[src/rtl/lef_pkg.sv]
package lef_pkg;

  localparam int LINE_CHARS_DEF  = 80;
  localparam int FIELD_LIMIT_DEF = 5;

  localparam logic [7:0] CODE_BS    = 8'd8;
  localparam logic [7:0] CODE_CR    = 8'd13;
  localparam logic [7:0] CODE_SPACE = 8'd32;
  localparam logic [7:0] CODE_ZERO  = 8'd48;
  localparam logic [7:0] CODE_NINE  = 8'd57;
  localparam logic [7:0] CODE_UC_A  = 8'd65;
  localparam logic [7:0] CODE_UC_Z  = 8'd90;
  localparam logic [7:0] CODE_LC_A  = 8'd97;
  localparam logic [7:0] CODE_LC_Z  = 8'd122;
  localparam logic [7:0] CODE_DEL   = 8'd127;

  typedef enum logic [2:0] {
    ST_IDLE,
    ST_READ,
    ST_EVAL,
    ST_FLUSH,
    ST_LOAD,
    ST_SHOW
  } state_t;

  typedef enum logic [1:0] {
    CLS_DELIM,
    CLS_ALPHA,
    CLS_DIGIT
  } cls_t;

  typedef struct packed {
    logic        digit;
    logic [6:0]  start;
    logic [6:0]  length;
    logic [31:0] value;
    logic        ovf;
  } rec_t;

  function automatic cls_t char_class(input logic [7:0] b);
    cls_t c;
    c = CLS_DELIM;
    if ((b >= CODE_UC_A && b <= CODE_UC_Z) || (b >= CODE_LC_A && b <= CODE_LC_Z)) begin
      c = CLS_ALPHA;
    end else if (b >= CODE_ZERO && b <= CODE_NINE) begin
      c = CLS_DIGIT;
    end
    return c;
  endfunction

endpackage

[src/rtl/line_editor_field_tokenizer.sv]
// A byte that does not end a line is accepted while idle, and the block stays ready for the next.
// A line end scans the line store one character at a time (read, then evaluate), stopping
// early at the field limit, then goes through flush and load to the first result.
// Each result is loaded from record memory, then shown until out_ready takes it; no byte is taken meanwhile.
// Reset clears the state machine, the character count and the field count; line and
// record memories hold whatever they held and are only read where written this line.
module line_editor_field_tokenizer #(
  parameter int LINE_CHARS  = lef_pkg::LINE_CHARS_DEF,
  parameter int FIELD_LIMIT = lef_pkg::FIELD_LIMIT_DEF
) (
  input  logic        clk,
  input  logic        rst_n,
  input  logic        in_valid,
  output logic        in_ready,
  input  logic [7:0]  in_rx_byte,
  output logic        out_valid,
  input  logic        out_ready,
  output logic [2:0]  out_field_index,
  output logic        out_field_kind,
  output logic [6:0]  out_field_start,
  output logic [6:0]  out_field_length,
  output logic [31:0] out_field_value,
  output logic        out_value_overflow,
  output logic [2:0]  out_field_total,
  output logic        out_last_field
);

  localparam int CW  = $clog2(LINE_CHARS + 1);
  localparam int AW  = $clog2(LINE_CHARS);
  localparam int FW  = $clog2(FIELD_LIMIT + 1);
  localparam int FIW = (FIELD_LIMIT > 1) ? $clog2(FIELD_LIMIT) : 1;

  lef_pkg::state_t state_r, state_nxt;

  logic [CW-1:0]  char_count_r;
  logic [CW-1:0]  pos_r;
  logic [FW-1:0]  found_r;
  logic [FIW-1:0] emit_idx_r;
  logic           run_active_r;
  logic           run_digit_r;
  logic [CW-1:0]  run_start_r;
  logic [CW-1:0]  run_len_r;
  logic [31:0]    run_val_r;
  logic           run_ovf_r;

  logic [7:0]     line_mem [LINE_CHARS];
  logic [7:0]     line_rd_r;
  lef_pkg::rec_t  rec_mem [FIELD_LIMIT];
  lef_pkg::rec_t  rec_rd_r;
  lef_pkg::rec_t  rec_wdata;
  logic [FIW-1:0] rec_waddr;

  logic           in_acc, out_acc;
  logic           is_erase, is_cr, is_store, line_done;
  logic [CW-1:0]  count_inc;
  logic           line_we, rec_we;

  lef_pkg::cls_t  cls;
  logic           is_dig, extend, new_run, limit_hit, scan_last;
  logic [35:0]    acc_sum;
  logic           last_out, has_fields;

  // Input decode
  assign in_acc    = in_valid && in_ready;
  assign out_acc   = out_valid && out_ready;
  assign is_erase  = (in_rx_byte == lef_pkg::CODE_BS || in_rx_byte == lef_pkg::CODE_DEL)
                     && (char_count_r != '0);
  assign is_cr     = (in_rx_byte == lef_pkg::CODE_CR);
  assign is_store  = !is_erase && !is_cr && (in_rx_byte >= lef_pkg::CODE_SPACE);
  assign count_inc = char_count_r + CW'(1);
  assign line_done = is_cr || (is_store && count_inc == CW'(LINE_CHARS));

  // Scan decode
  assign cls       = lef_pkg::char_class(line_rd_r);
  assign is_dig    = (cls == lef_pkg::CLS_DIGIT);
  assign extend    = run_active_r && (cls != lef_pkg::CLS_DELIM) && (is_dig == run_digit_r);
  assign new_run   = !extend && (cls != lef_pkg::CLS_DELIM);
  assign limit_hit = new_run && (found_r == FW'(FIELD_LIMIT));
  assign scan_last = (pos_r + CW'(1)) == char_count_r;
  assign acc_sum   = {1'b0, run_val_r, 3'b000} + {3'b000, run_val_r, 1'b0}
                     + {32'd0, line_rd_r[3:0]};

  assign rec_waddr        = FIW'(found_r - FW'(1));
  assign rec_wdata.digit  = run_digit_r;
  assign rec_wdata.start  = 7'(run_start_r);
  assign rec_wdata.length = 7'(run_len_r);
  assign rec_wdata.value  = run_val_r;
  assign rec_wdata.ovf    = run_ovf_r;

  assign has_fields = (found_r != '0);
  assign last_out   = !has_fields || ((FW'(emit_idx_r) + FW'(1)) == found_r);

  always_comb begin
    state_nxt = state_r;
    unique case (state_r)
      lef_pkg::ST_IDLE: begin
        if (in_acc && line_done) begin
          state_nxt = (is_cr && char_count_r == '0) ? lef_pkg::ST_FLUSH : lef_pkg::ST_READ;
        end
      end
      lef_pkg::ST_READ: state_nxt = lef_pkg::ST_EVAL;
      lef_pkg::ST_EVAL: begin
        if (limit_hit || scan_last) begin
          state_nxt = lef_pkg::ST_FLUSH;
        end else begin
          state_nxt = lef_pkg::ST_READ;
        end
      end
      lef_pkg::ST_FLUSH: state_nxt = lef_pkg::ST_LOAD;
      lef_pkg::ST_LOAD:  state_nxt = lef_pkg::ST_SHOW;
      lef_pkg::ST_SHOW: begin
        if (out_acc) begin
          state_nxt = last_out ? lef_pkg::ST_IDLE : lef_pkg::ST_LOAD;
        end
      end
      default: state_nxt = lef_pkg::ST_IDLE;
    endcase
  end

  always_comb begin
    in_ready  = (state_r == lef_pkg::ST_IDLE);
    out_valid = (state_r == lef_pkg::ST_SHOW);
    line_we   = in_acc && is_store;
    rec_we    = run_active_r && (((state_r == lef_pkg::ST_EVAL) && !extend)
                                 || (state_r == lef_pkg::ST_FLUSH));
  end

  always_ff @(posedge clk) begin
    if (!rst_n) begin
      state_r <= lef_pkg::ST_IDLE;
    end else begin
      state_r <= state_nxt;
    end
  end

  always_ff @(posedge clk) begin
    if (!rst_n) begin
      char_count_r <= '0;
      pos_r        <= '0;
      found_r      <= '0;
      emit_idx_r   <= '0;
      run_active_r <= 1'b0;
    end else begin
      unique case (state_r)
        lef_pkg::ST_IDLE: begin
          pos_r        <= '0;
          found_r      <= '0;
          emit_idx_r   <= '0;
          run_active_r <= 1'b0;
          if (in_acc && is_erase) begin
            char_count_r <= char_count_r - CW'(1);
          end else if (in_acc && is_store) begin
            char_count_r <= count_inc;
          end
        end
        lef_pkg::ST_EVAL: begin
          pos_r <= pos_r + CW'(1);
          if (extend) begin
            run_len_r <= run_len_r + CW'(1);
            if (run_digit_r) begin
              run_val_r <= acc_sum[31:0];
              run_ovf_r <= run_ovf_r | (|acc_sum[35:32]);
            end
          end else if (new_run && !limit_hit) begin
            run_active_r <= 1'b1;
            run_digit_r  <= is_dig;
            run_start_r  <= pos_r;
            run_len_r    <= CW'(1);
            run_val_r    <= is_dig ? {28'd0, line_rd_r[3:0]} : 32'd0;
            run_ovf_r    <= 1'b0;
            found_r      <= found_r + FW'(1);
          end else begin
            // delimiter or field limit: the run just closed is already written
            run_active_r <= 1'b0;
          end
        end
        lef_pkg::ST_FLUSH: run_active_r <= 1'b0;
        lef_pkg::ST_SHOW: begin
          if (out_acc) begin
            if (last_out) begin
              char_count_r <= '0;
            end else begin
              emit_idx_r <= emit_idx_r + FIW'(1);
            end
          end
        end
        default: begin
        end
      endcase
    end
  end

  // Line store: written while collecting, read once per scanned position
  always_ff @(posedge clk) begin
    if (line_we) begin
      line_mem[char_count_r[AW-1:0]] <= in_rx_byte;
    end
    line_rd_r <= line_mem[pos_r[AW-1:0]];
  end

  // Field records: written as each run closes, read back for the result transfers
  always_ff @(posedge clk) begin
    if (rec_we) begin
      rec_mem[rec_waddr] <= rec_wdata;
    end
    rec_rd_r <= rec_mem[emit_idx_r];
  end

  assign out_field_index    = 3'(emit_idx_r);
  assign out_field_kind     = has_fields & rec_rd_r.digit;
  assign out_field_start    = has_fields ? rec_rd_r.start : 7'd0;
  assign out_field_length   = has_fields ? rec_rd_r.length : 7'd0;
  assign out_field_value    = has_fields ? rec_rd_r.value : 32'd0;
  assign out_value_overflow = has_fields & rec_rd_r.ovf;
  assign out_field_total    = 3'(found_r);
  assign out_last_field     = last_out;

  a_found_bound: assert property (@(posedge clk) disable iff (!rst_n)
    found_r <= FW'(FIELD_LIMIT))
    else $error("field count beyond limit");

  a_count_bound: assert property (@(posedge clk) disable iff (!rst_n)
    char_count_r <= CW'(LINE_CHARS))
    else $error("character count beyond line length");

  a_emit_bound: assert property (@(posedge clk) disable iff (!rst_n)
    (state_r == lef_pkg::ST_SHOW && has_fields) |-> (FW'(emit_idx_r) < found_r))
    else $error("result index beyond field count");

  a_rec_write: assert property (@(posedge clk) disable iff (!rst_n)
    rec_we |-> has_fields)
    else $error("record write with no field open");

  a_line_cleared: assert property (@(posedge clk) disable iff (!rst_n)
    (out_acc && out_last_field) |=> (char_count_r == '0 && in_ready))
    else $error("line not cleared after final result");

endmodule

[config.mk]
export PLATFORM = sky130hd
export DESIGN_NAME = line_editor_field_tokenizer
export DESIGN_NICKNAME = d
export VERILOG_FILES = /design/src/rtl/lef_pkg.sv /design/src/rtl/line_editor_field_tokenizer.sv
export SDC_FILE = /design/constraint.sdc
export NUM_CORES = 1
export LEC_CHECK = 0
export BUFFER_PORTS_ARGS = -buffer_cell sky130_fd_sc_hd__buf_2
export CAP_MARGIN = 10
export CORE_AREA = 3 3 305 307
export DETAILED_ROUTE_END_ITERATION = 12
export DIE_AREA = 0 0 308 310
export GPL_TIMING_DRIVEN = 0
export PLACE_DENSITY = 0.71
export REMOVE_ABC_BUFFERS = 1
export SYNTH_ARGS = -nofsm -noshare
export SYNTH_HDL_FRONTEND = slang
export SYNTH_SLANG_ARGS = --single-unit
[constraint.sdc]
create_clock -name clk -period 5.6 [get_ports clk]
set_input_delay 0.84 -clock clk [delete_from_list [all_inputs] [get_ports clk]]
set_output_delay 0.84 -clock clk [all_outputs]
set_load 0.01 [all_outputs]
==> results.ini, run 1 <==
[status]
status = completed

[worst_setup_path]
startpoint_type = register
worstPathArrival_ns = 4.40
max_stage_delay_ns = 0.65
r2r-end = rec_mem[2][16]$_DFFE_PP_
critPathKind = register to register
critPathSlowestCell = nor3_2
r2r-start = line_rd_r[3]$_DFF_P_
reg2regPathDepth = 11
crit_chain = or4_1, nor2_1, o41ai_1, nand2_2, o211ai_1, nand2b_1, nor3_2, buf_8, buf_6, buf_8, buf_6
regToRegSetupSlack_ns = 1.54
cpLargestDelayFamily = simple AND/OR/NAND/NOR gates
end_kind = register
cp_max_fo = 39
critPathRequiredTime_ns = 5.94
critPathBufInv = 4

[cts]
h-tree-depth = 3
cts-buffers-inserted = 94
clock_sinks = 1008
cts_tree = yes
postCtsSetupRepairBufs = 0
ctsResizeCount = 0
cts_hold_buf = 0
insertion_delay_ns = 0.66
clock_path_buffers = 3
clkTransAtPathRegs_ns = 0.06
clock-root-buffer = clkbuf_16

[min_path]
min_from = rec_mem[4][16]$_DFFE_PP_
hold_class = register to register
min_path_cells = 1
hold_end = rec_rd_r[16]$_DFF_P_

[die]
io_pins = 69
initial_core_util_pct = 45.0
die_w_um = 308
die_h_um = 310
core_um2 = 90300
die-area_um2 = 95500
core.rowCount = 110

[synth]
yosysWarnings = 0
synth_ff_type = edfxtp_1
netlist-cell-type-count = 66
ys_seq_elements = 1008
synth_area_um2 = 40600
ys_seq_area_share_pct = 72.6
avgSynthCellArea_um2 = 19.3
netlist_instances = 2099
synth_edf_count = 928
synth-async-reset-ratio_pct = 0

[global_route]
grt_pass1_vias = 20500
grt_overflow = 0
grt_max_degree = 83
antenna_found_initial = 5
grt_pass1_wl_um = 127000
grtUsageTotal_pct = 17.5

[sta]
clock_skew_ns = 0.0263
tightest_slew_ns = 1.15
fin_crit_sh_pct = 72.5
finalHoldViolCount = 0
timing.fmax_mhz = 246
slew_headroom_pct = 23.3
layout_min_cycle_time_ns = 4.06
setup_viol = 0
rsz0062_at_grt = false
finalWorstSetupSlack_ns = 1.54
slew_violations = 0

[drt]
dr.pass1.iters = 6
drt-total-wl_um = 83000
ant_nets = 0
drc = 0
drt_iter0_drc = 1881
wl_per_cell_um = 24.0
vias_per_cell = 5.73
vias = 19800

[finish]
areaGrowthSynthToFinish_pct = 13.0
drive_above_1_share_pct = 25.7
final_nets = 2292
post-route-util_pct = 50.8

[power]
powerDensity_nw_per_um2 = 322
power_uw = 14700
peakVddDrop_uv = 276
p_leak_uw = 0.0146

[place]
gp_congestion = 0.834
dp_slack_ns = 0.554
portBuffers = 68
hpwl_um = 52700

[run]
cap_violations = 0

==> layer usage <==
layer,routed length [um],global-route usage (%),part of all wire (%)
met3,5920,3.92,7.1
met5,12,0,0.014
met4,2230,5.05,2.7
met1,33400,22.9,40
met2,41500,29.8,50
==> Yosys cell counts, types with 5 or more instances <==
master / number / area (um^2)
nand2_1: 63 / 236
buf_2: 20 / 100
nand3_1: 27 / 135
and2_1: 60 / 375
nor2b_1: 14 / 87.6
nor3b_1: 6 / 45.0
ha_1: 73 / 913
edfxtp_1: 928 / 27900
xnor2_1: 31 / 272
o21ai_0: 30 / 150
nor3_1: 22 / 110
xor2_1: 15 / 131
or3_1: 5 / 31.3
o211ai_1: 6 / 45.0
mux2i_1: 6 / 60.1
a21o_1: 13 / 97.6
dfxtp_1: 80 / 1600
mux2_2: 56 / 631
mux4_2: 256 / 5770
nor2_1: 147 / 552
a21boi_0: 5 / 37.5
a211oi_1: 5 / 37.5
nand2b_1: 8 / 50.1
nor4_1: 5 / 31.3
a31oi_1: 10 / 62.6
clkbuf_1: 55 / 206
a21oi_1: 43 / 215
inv_1: 18 / 67.6
buf_1: 19 / 71.3
==> cell usage in the layout (no fill, tap or decap), drive strengths merged, types with 4 or more instances in the layout <==
master / instances
bufinv: 10
a21boi: 5
mux4: 256
a22oi: 4
nor4: 5
clkbuf: 117
nand3: 27
or2: 4
nand4: 4
and2: 60
nand2b: 8
mux2i: 6
and3: 4
xor2: 15
or3: 5
a21o: 13
edfxtp: 928
nand2: 63
ha: 73
a31oi: 10
o21a: 4
inv: 22
dfxtp: 80
clkinv: 37
o211ai: 6
nor3b: 7
o31ai: 4
a211oi: 5
nor2: 148
nor3: 22
nor2b: 14
a21oi: 43
xnor2: 31
mux2: 56
o21ai: 31
buf: 109
clkinvlp: 5
==> sequential cells by signal, summed over array words and instances, names as in the netlist <==
register         count
out_field_index      3
pos_r                7
line_mem           640
run_active_r         1
run_start_r          7
run_digit_r          1
line_rd_r            8
run_ovf_r            1
rec_mem            240
state_r              3
run_len_r            7
out_field_total      3
rec_rd_r            48
run_val_r           32
char_count_r         7
==> worst max path at each step <==
stage	startpoint	endpoint	slack, ns	depth (start not counted)
after floorplan	pos_r[0]$_SDFFE_PN0P_	line_rd_r[0]$_DFF_P_	-3.04	4
after global placement	pos_r[0]$_SDFFE_PN0P_	state_r[1]$_SDFFE_PN0P_	-6.26	6
after detailed placement	in_rx_byte[7]	line_mem[24][6]$_DFFE_PP_	0.55	8
after CTS	in_rx_byte[7]	line_mem[24][6]$_DFFE_PP_	1.29	8
after global routing	line_rd_r[3]$_DFF_P_	rec_mem[2][18]$_DFFE_PP_	1.29	11
final	line_rd_r[3]$_DFF_P_	rec_mem[2][16]$_DFFE_PP_	1.54	11
==> metrics by stage <==
stage	instance area [um^2]	instances	setup TNS (ns)	hold WS (ns)
global placement	42000	3244	-1013.38	0.451
CTS	45800	3456	0	0.472
finish	45900	3458	0	0.471
global route	45900	3456	0	0.479
floorplan	40200	2000	-102.41	0.448
detailed placement	42800	3285	0	0.456
==> kinds of logic (layout without fill, tap and decap cells) <==
kind of cell / count (synthesis) / after routing / share of synthesized area (%)
flops: 1008 / 1008 / 72.6
simple gates: 383 / 383 / 4.56
mux: 318 / 318 / 15.9
compound gates: 150 / 150 / 2.38
buf+inv: 119 / 300 / 1.22
fa+ha+maj: 75 / 75 / 2.35
xor+xnor: 46 / 46 / 0.992
other cells: 0 / 2 / 0
==> final cells by class <==
class / count / area [um^2]
Sequential cell: 1008 / 29500
Clock buffer: 117 / 2510
Timing Repair Buffer: 109 / 1050
Tap cell: 1176 / 1470
Antenna cell: 2 / 5.00
Inverter: 20 / 75.1
Fill cell: 7123 / 44400
Multi-Input combinational cell: 972 / 10700
Clock inverter: 54 / 569
==> worst reg2reg max path, delay by kind of cell, from the launching register on <==
family	cells	cell delay, ns
simple gates	5	2.27
buf+inv	4	0.75
compound gates	2	0.38
flops	1	0.35
==> power breakdown <==
part | internal, uW | switching, uW | leakage [uW]
combinational | 48.4 | 149 | 0.00401
sequential | 8180 | 9.40 | 0.00909
clock | 3650 | 2700 | 0.00151
total | 11900 | 2860 | 0.0146
No activity file was read; power rests on OpenSTA's default activity.
==> run 2: changes to the inputs <==
Settings changed: ABC_AREA set to 1, CORE_AREA 3 3 305 307 to 3 3 311 313, DIE_AREA 0 0 308 310 to 0 0 314 316.
Clock period 5.6 ns to 3.49 ns, I/O delays scaled along.
==> run 2 against run 1 <==
  * Cell count rose by 49%
  * Sequential cell count is the same
  * Non-clock buffer count decreased by 1
  * Design area up 4.1%
  * Die area is 3.9% higher
  * Sequential share of layout area is 2.6 points lower
  * Area after synthesis is 4.3% higher
  * Clock skew grew 0.037 ns
  * Via count increased by 42%
  * Count of clock-buffer cells in the layout up 12
  * Combinational power increased by 110%
  * Critical endpoint is now line_mem[51][5]$_DFFE_PP_
  * Largest cell class unchanged
==> results.ini, run 2 <==
[status]
status = completed

[drt]
ant_nets = 0
drt_iter0_drc = 2868
vias_per_cell = 5.47
drt-total-wl_um = 97700
vias = 28100
wl_per_cell_um = 19.0
dr.pass1.iters = 6
drc = 0

[power]
powerDensity_nw_per_um2 = 515
pwr-share-seq_pct = 53.6
peakVddDrop_uv = 476
comb_power_share_pct = 1.7
p_int_uw = 19700
netSwitchingPower_uw = 4930
power_uw = 24600
power_frac_clock_pct = 44.7
p_leak_uw = 0.0174
sw_frac_of_total_pct = 20.1

[cts]
insertion_delay_ns = 0.68
clkTransAtPathRegs_ns = 0.07
h-tree-depth = 3
clock_sinks = 1008
cts_tree = yes
clock-root-buffer = clkbuf_16
cts-buffers-inserted = 101
clock_path_buffers = 3

[place]
portBuffers = 68
gp_congestion = 0.870
placed_cells = 4948
place_area_um2 = 44200
hpwl_um = 56500
dp_slack_ns = -0.541

[die]
die_h_um = 316
io_pins = 69
core_um2 = 94600
initial_core_util_pct = 44.7
core.rowCount = 113
die-area_um2 = 99200
die_w_um = 314

[synth]
ys_seq_area_share_pct = 69.6
synthTopCellsByArea = edfxtp_1 (66%), nor2_1 (6.1%), nand2_1 (5.3%)
yosysWarnings = 0
netlist_instances = 3777
synth_edf_count = 928
netlist-cell-type-count = 43
synth_top_area_share_pct = 65.8
synth-async-reset-ratio_pct = 0
avgSynthCellArea_um2 = 11.2
synth_area_um2 = 42300
synth_ff_type = edfxtp_1
synthTopCellsByCount = edfxtp_1 (928), nor2_1 (692), nand2_1 (596)
yosysMostFrequentCell = edfxtp_1
ys_seq_elements = 1008
yosys.area.top_type = edfxtp_1

[finish]
final_nets = 3876
fin_area_um2 = 47800
finalNonFillerCells = 5136
drive_above_1_share_pct = 7.67
layout_common_cells = edfxtp_1 (928), nor2_1 (687), nand2_1 (596)
post-route-util_pct = 50.5
final_common_cell = edfxtp_1
n_antenna_cell = 0
n_fill_cell = 8001
areaGrowthSynthToFinish_pct = 12.8
seq_area_um2 = 29500
largest_register_ffs = 640
multiInputGateArea_um2 = 11400

[worst_setup_path]
end_kind = register
worstPathArrival_ns = 3.66
cp_max_fo = 9
startpoint_type = register
critPathRequiredTime_ns = 3.79
critPathKind = register to register

[sta]
tightest_slew_ns = 1.15
finalWorstSetupSlack_ns = 0.137
slew_headroom_pct = 23.3
slew_violations = 0
fin_crit_sh_pct = 96.1
rsz0062_at_grt = true
clock_skew_ns = 0.0637
finalHoldViolCount = 0
setup_viol = 0
layout_min_cycle_time_ns = 3.35
timing.fmax_mhz = 298

[run]
cap_violations = 0

[global_route]
grtUsageTotal_pct = 19.3
antenna_found_initial = 0
grt_pass1_vias = 27100
grt_max_degree = 117
grt_pass1_wl_um = 151000
grt_overflow = 0

[min_path]
hold_class = primary input to register

==> run 2: changes by cell type after synthesis, sizes merged, moves of 39 or more <==
| cell | previous run | this run |
|---|---|---|
| nor2 | 148 | 694 |
| nand2 | 63 | 597 |
| o21ai | 31 | 374 |
| nand3 | 27 | 296 |
| mux4 | 256 | 0 |
| inv | 19 | 192 |
| o22ai | 1 | 86 |
| clkbuf | 55 | 138 |
| and2 | 60 | 0 |
| a21oi | 43 | 99 |
| mux2 | 56 | 0 |
| a31oi | 10 | 49 |
==> run 2: worst max-delay path, cell delays in order, from the launching register on <==
cell and delay [ns]:
dfxtp_1 0.39, inv_2 0.17, ha_1 0.25, nand4_1 0.13, or2_1 0.36, a21boi_4 0.32, nand4_1 0.48, nor2_1 0.85
==> run 2: cells by family (layout without fill, tap and decap cells) <==
kind of cell               count (synthesis)  in the layout  share of synthesized area (%)
xor gates and xnor gates                  22             22                          0.455
and+or+nand+nor                         1622           1622                           15.5
buffers and inverters                    398            492                           3.68
AOI/OAI and AO/OA                        652            652                           8.49
DFF                                     1008           1008                           69.6
adders and majority gates                 75             75                           2.25
==> run 2: metal layers <==
metal  track usage (%)  wire (um)
met3              3.15       7590
met1              26.1      41000
met2              32.1      46900
met5                 0          0
met4              6.28       2310
==> run 2: power groups by stage <==
stage	sequential [uW]	combinational (uW)	clock, uW
detailed placement	13400	408	0
global placement	13500	388	0
floorplan	13400	171	0
CTS	13200	410	11100
finish	13200	414	11000
global route	13200	450	11600
==> run 2: per-stage QoR <==
| stage | hold WS (ns) | setup TNS, ns |
|---|---|---|
| after detailed placement | 0.499 | -187.12 |
| after CTS | 0.198 | 0 |
| final | 0.242 | 0 |
| after floorplan | 0.477 | -469.33 |
| after global routing | 0.233 | -0.0238 |
| after global placement | 0.491 | -2116.41 |
==> run 2: timing repair <==
action	in CTS	in global routing
hold buffers	0	0
buffers inserted	0	2
setup endpoints to repair	138	33
pin swaps	0	1
cloned	0	1
gates resized for setup	3	5
==> run 2: layout make-up <==
cell class / count / share of cell area (%)
inverter: 199 / 1.62
clock buffer: 129 / 5.84
clock inverter: 56 / 1.33
timing repair buffer: 108 / 2.33
multi-input combinational: 2371 / 23.8
sequential: 1008 / 61.7
tap: 1265 / 3.31
==> run 2: worst paths after layout <==
check | depth (start not counted) | startpoint | slack [ns] | to
max reg2reg | 7 | char_count_r[0]$_SDFFE_PN0P_ | 0.14 | line_mem[51][5]$_DFFE_PP_
min reg2reg | 2 | rec_mem[1][25]$_DFFE_PP_ | 0.50 | rec_rd_r[25]$_DFF_P_
min | 3 | rst_n | 0.24 | char_count_r[5]$_SDFFE_PN0P_
max | 7 | char_count_r[0]$_SDFFE_PN0P_ | 0.14 | line_mem[51][5]$_DFFE_PP_
==> run 3: changes to the inputs <==
Settings changed: BUFFER_PORTS_ARGS -buffer_cell sky130_fd_sc_hd__buf_2 to -buffer_cell sky130_fd_sc_hd__clkbuf_2.
==> run 3 against run 2 <==
  * First-iteration DRC count grew 6.9%
  * Sequential power is essentially flat
  * Clock power is essentially flat
  * Non-clock buffer count grew 4
  * Die area is the same
  * Largest cell class unchanged
==> results.ini, run 3 (same netlist as run 2, synthesis figures left out) <==
[sta]
timing.fmax_mhz = 291
layout_min_cycle_time_ns = 3.44
rsz0062_at_grt = true
finalSetupTns_ns = 0
clock_skew_ns = 0.0688
slew_violations = 0
finalHoldViolCount = 0
fin_crit_sh_pct = 98.6
tightest_slew_ns = 1.21
slew_headroom_pct = 19.4
finalWorstSetupSlack_ns = 0.0492
setup_viol = 0

[worst_setup_path]
crit_chain = inv_2, ha_1, nand4_1, or2_1, a21boi_4, nand4_1, nor2_1
critPathKind = register to register
critPathSlowestCell = nor2_1
critPathRequiredTime_ns = 3.79
cp-startpoint = char_count_r[0]$_SDFFE_PN0P_
r2r-start = char_count_r[0]$_SDFFE_PN0P_
cp_max_fo = 9
end_kind = register
reg2regPathDepth = 7
worstPathArrival_ns = 3.74
max_stage_delay_ns = 0.83
startpoint_type = register
cp_common_cell = nand4_1

[place]
hpwl_um = 55900
place_area_um2 = 44400
dp_slack_ns = -0.516
gp_congestion = 0.884
portBuffers = 68

[die]
die-area_um2 = 99200
io_pins = 69
die_w_um = 314
die_h_um = 316
core.rowCount = 113
initial_core_util_pct = 44.7
core_um2 = 94600

[global_route]
grt_overflow = 0
grt_pass1_wl_um = 152000
antenna_found_initial = 0
grtUsageTotal_pct = 19.6
grt_max_degree = 171
grt_pass1_vias = 26900

[drt]
vias = 28200
ant_nets = 0
drc = 0
drt-total-wl_um = 99300
wl_per_cell_um = 19.3
dr.pass1.iters = 6
drt_iter0_drc = 3067
vias_per_cell = 5.48

[power]
peakVddDrop_uv = 445
power_uw = 24300
p_leak_uw = 0.0173
powerDensity_nw_per_um2 = 509

[cts]
clock-root-buffer = clkbuf_16
clock_sinks = 1008
cts_tree = yes
cts-buffers-inserted = 99
h-tree-depth = 3
clkTransAtPathRegs_ns = 0.06
insertion_delay_ns = 0.70
clock_path_buffers = 3

[finish]
areaGrowthSynthToFinish_pct = 12.8
final_nets = 3879
final_common_cell = edfxtp_1
largest_register_ffs = 640
fin_area_um2 = 47700
n_antenna_cell = 0
drive_above_1_share_pct = 7.76
layout_common_cells = edfxtp_1 (928), nor2_1 (686), nand2_1 (596)

[min_path]
min_path_cells = 1
hold_class = primary input to register
min_from = in_rx_byte[1]

[run]
cap_violations = 0

[status]
status = completed

==> run 3: layer usage <==
metal  vias up  GRT usage (%)  wire (um)
met5         -              0          0
met4         0           6.83       2830
met3       204           3.43       7800
met2      1084           32.0      46800
met1     13600           26.7      41900
li1      13300              -          -
==> run 3: per-stage QoR <==
stage	cells	utilization, %	hold slack, ns
floorplan	3578	-	0.477
global placement	4911	45.9	0.491
detailed placement	4953	46.9	0.496
CTS	5142	50.4	0.0850
global route	5144	50.5	0.0973
finish	5144	50.5	0.111
==> run 3: layout make-up <==
| type | instances | area (um^2) |
|---|---|---|
| well taps | 1265 | 1580 |
| flip-flops and latches | 1008 | 29500 |
| repair buffers | 112 | 1220 |
| clock inverters | 64 | 663 |
| fillers | 8002 | 46900 |
| repair inverters | 1 | 5.00 |
| clock buffers | 124 | 2620 |
| inverters | 199 | 786 |
| multi-input cells | 2371 | 11400 |
==> run 3: worst max-delay path, delay by kind of cell, from the launching register on <==
family | cells | cell delay (ns)
buffers and inverters | 1 | 0.18
DFF | 1 | 0.40
adders and majority gates | 1 | 0.26
and+or+nand+nor | 4 | 1.86
AOI/OAI and AO/OA | 1 | 0.33
==> run 3: worst paths after layout <==
check / end / slack, ns
min reg2reg: rec_rd_r[27]$_DFF_P_ / 0.50
min: line_mem[54][1]$_DFFE_PP_ / 0.11
max: line_mem[48][3]$_DFFE_PP_ / 0.05
max reg2reg: line_mem[48][3]$_DFFE_PP_ / 0.05
==> run 3: power by group <==
part           internal [uW]  total (uW)  switching, uW  leakage (uW)
registers              13200       13200           30.4       0.00909
logic                   97.0         435            338       0.00660
clock network           6060       10700           4630       0.00159
total                  19300       24300           5000        0.0173
==> run 3: what timing repair did <==
item / in CTS / in global routing
setup endpoints to repair: 108 / 106
gates resized for setup: 3 / 6
gates cloned: 1 / 1
hold buffers: 0 / 0
buffers inserted: 0 / 1
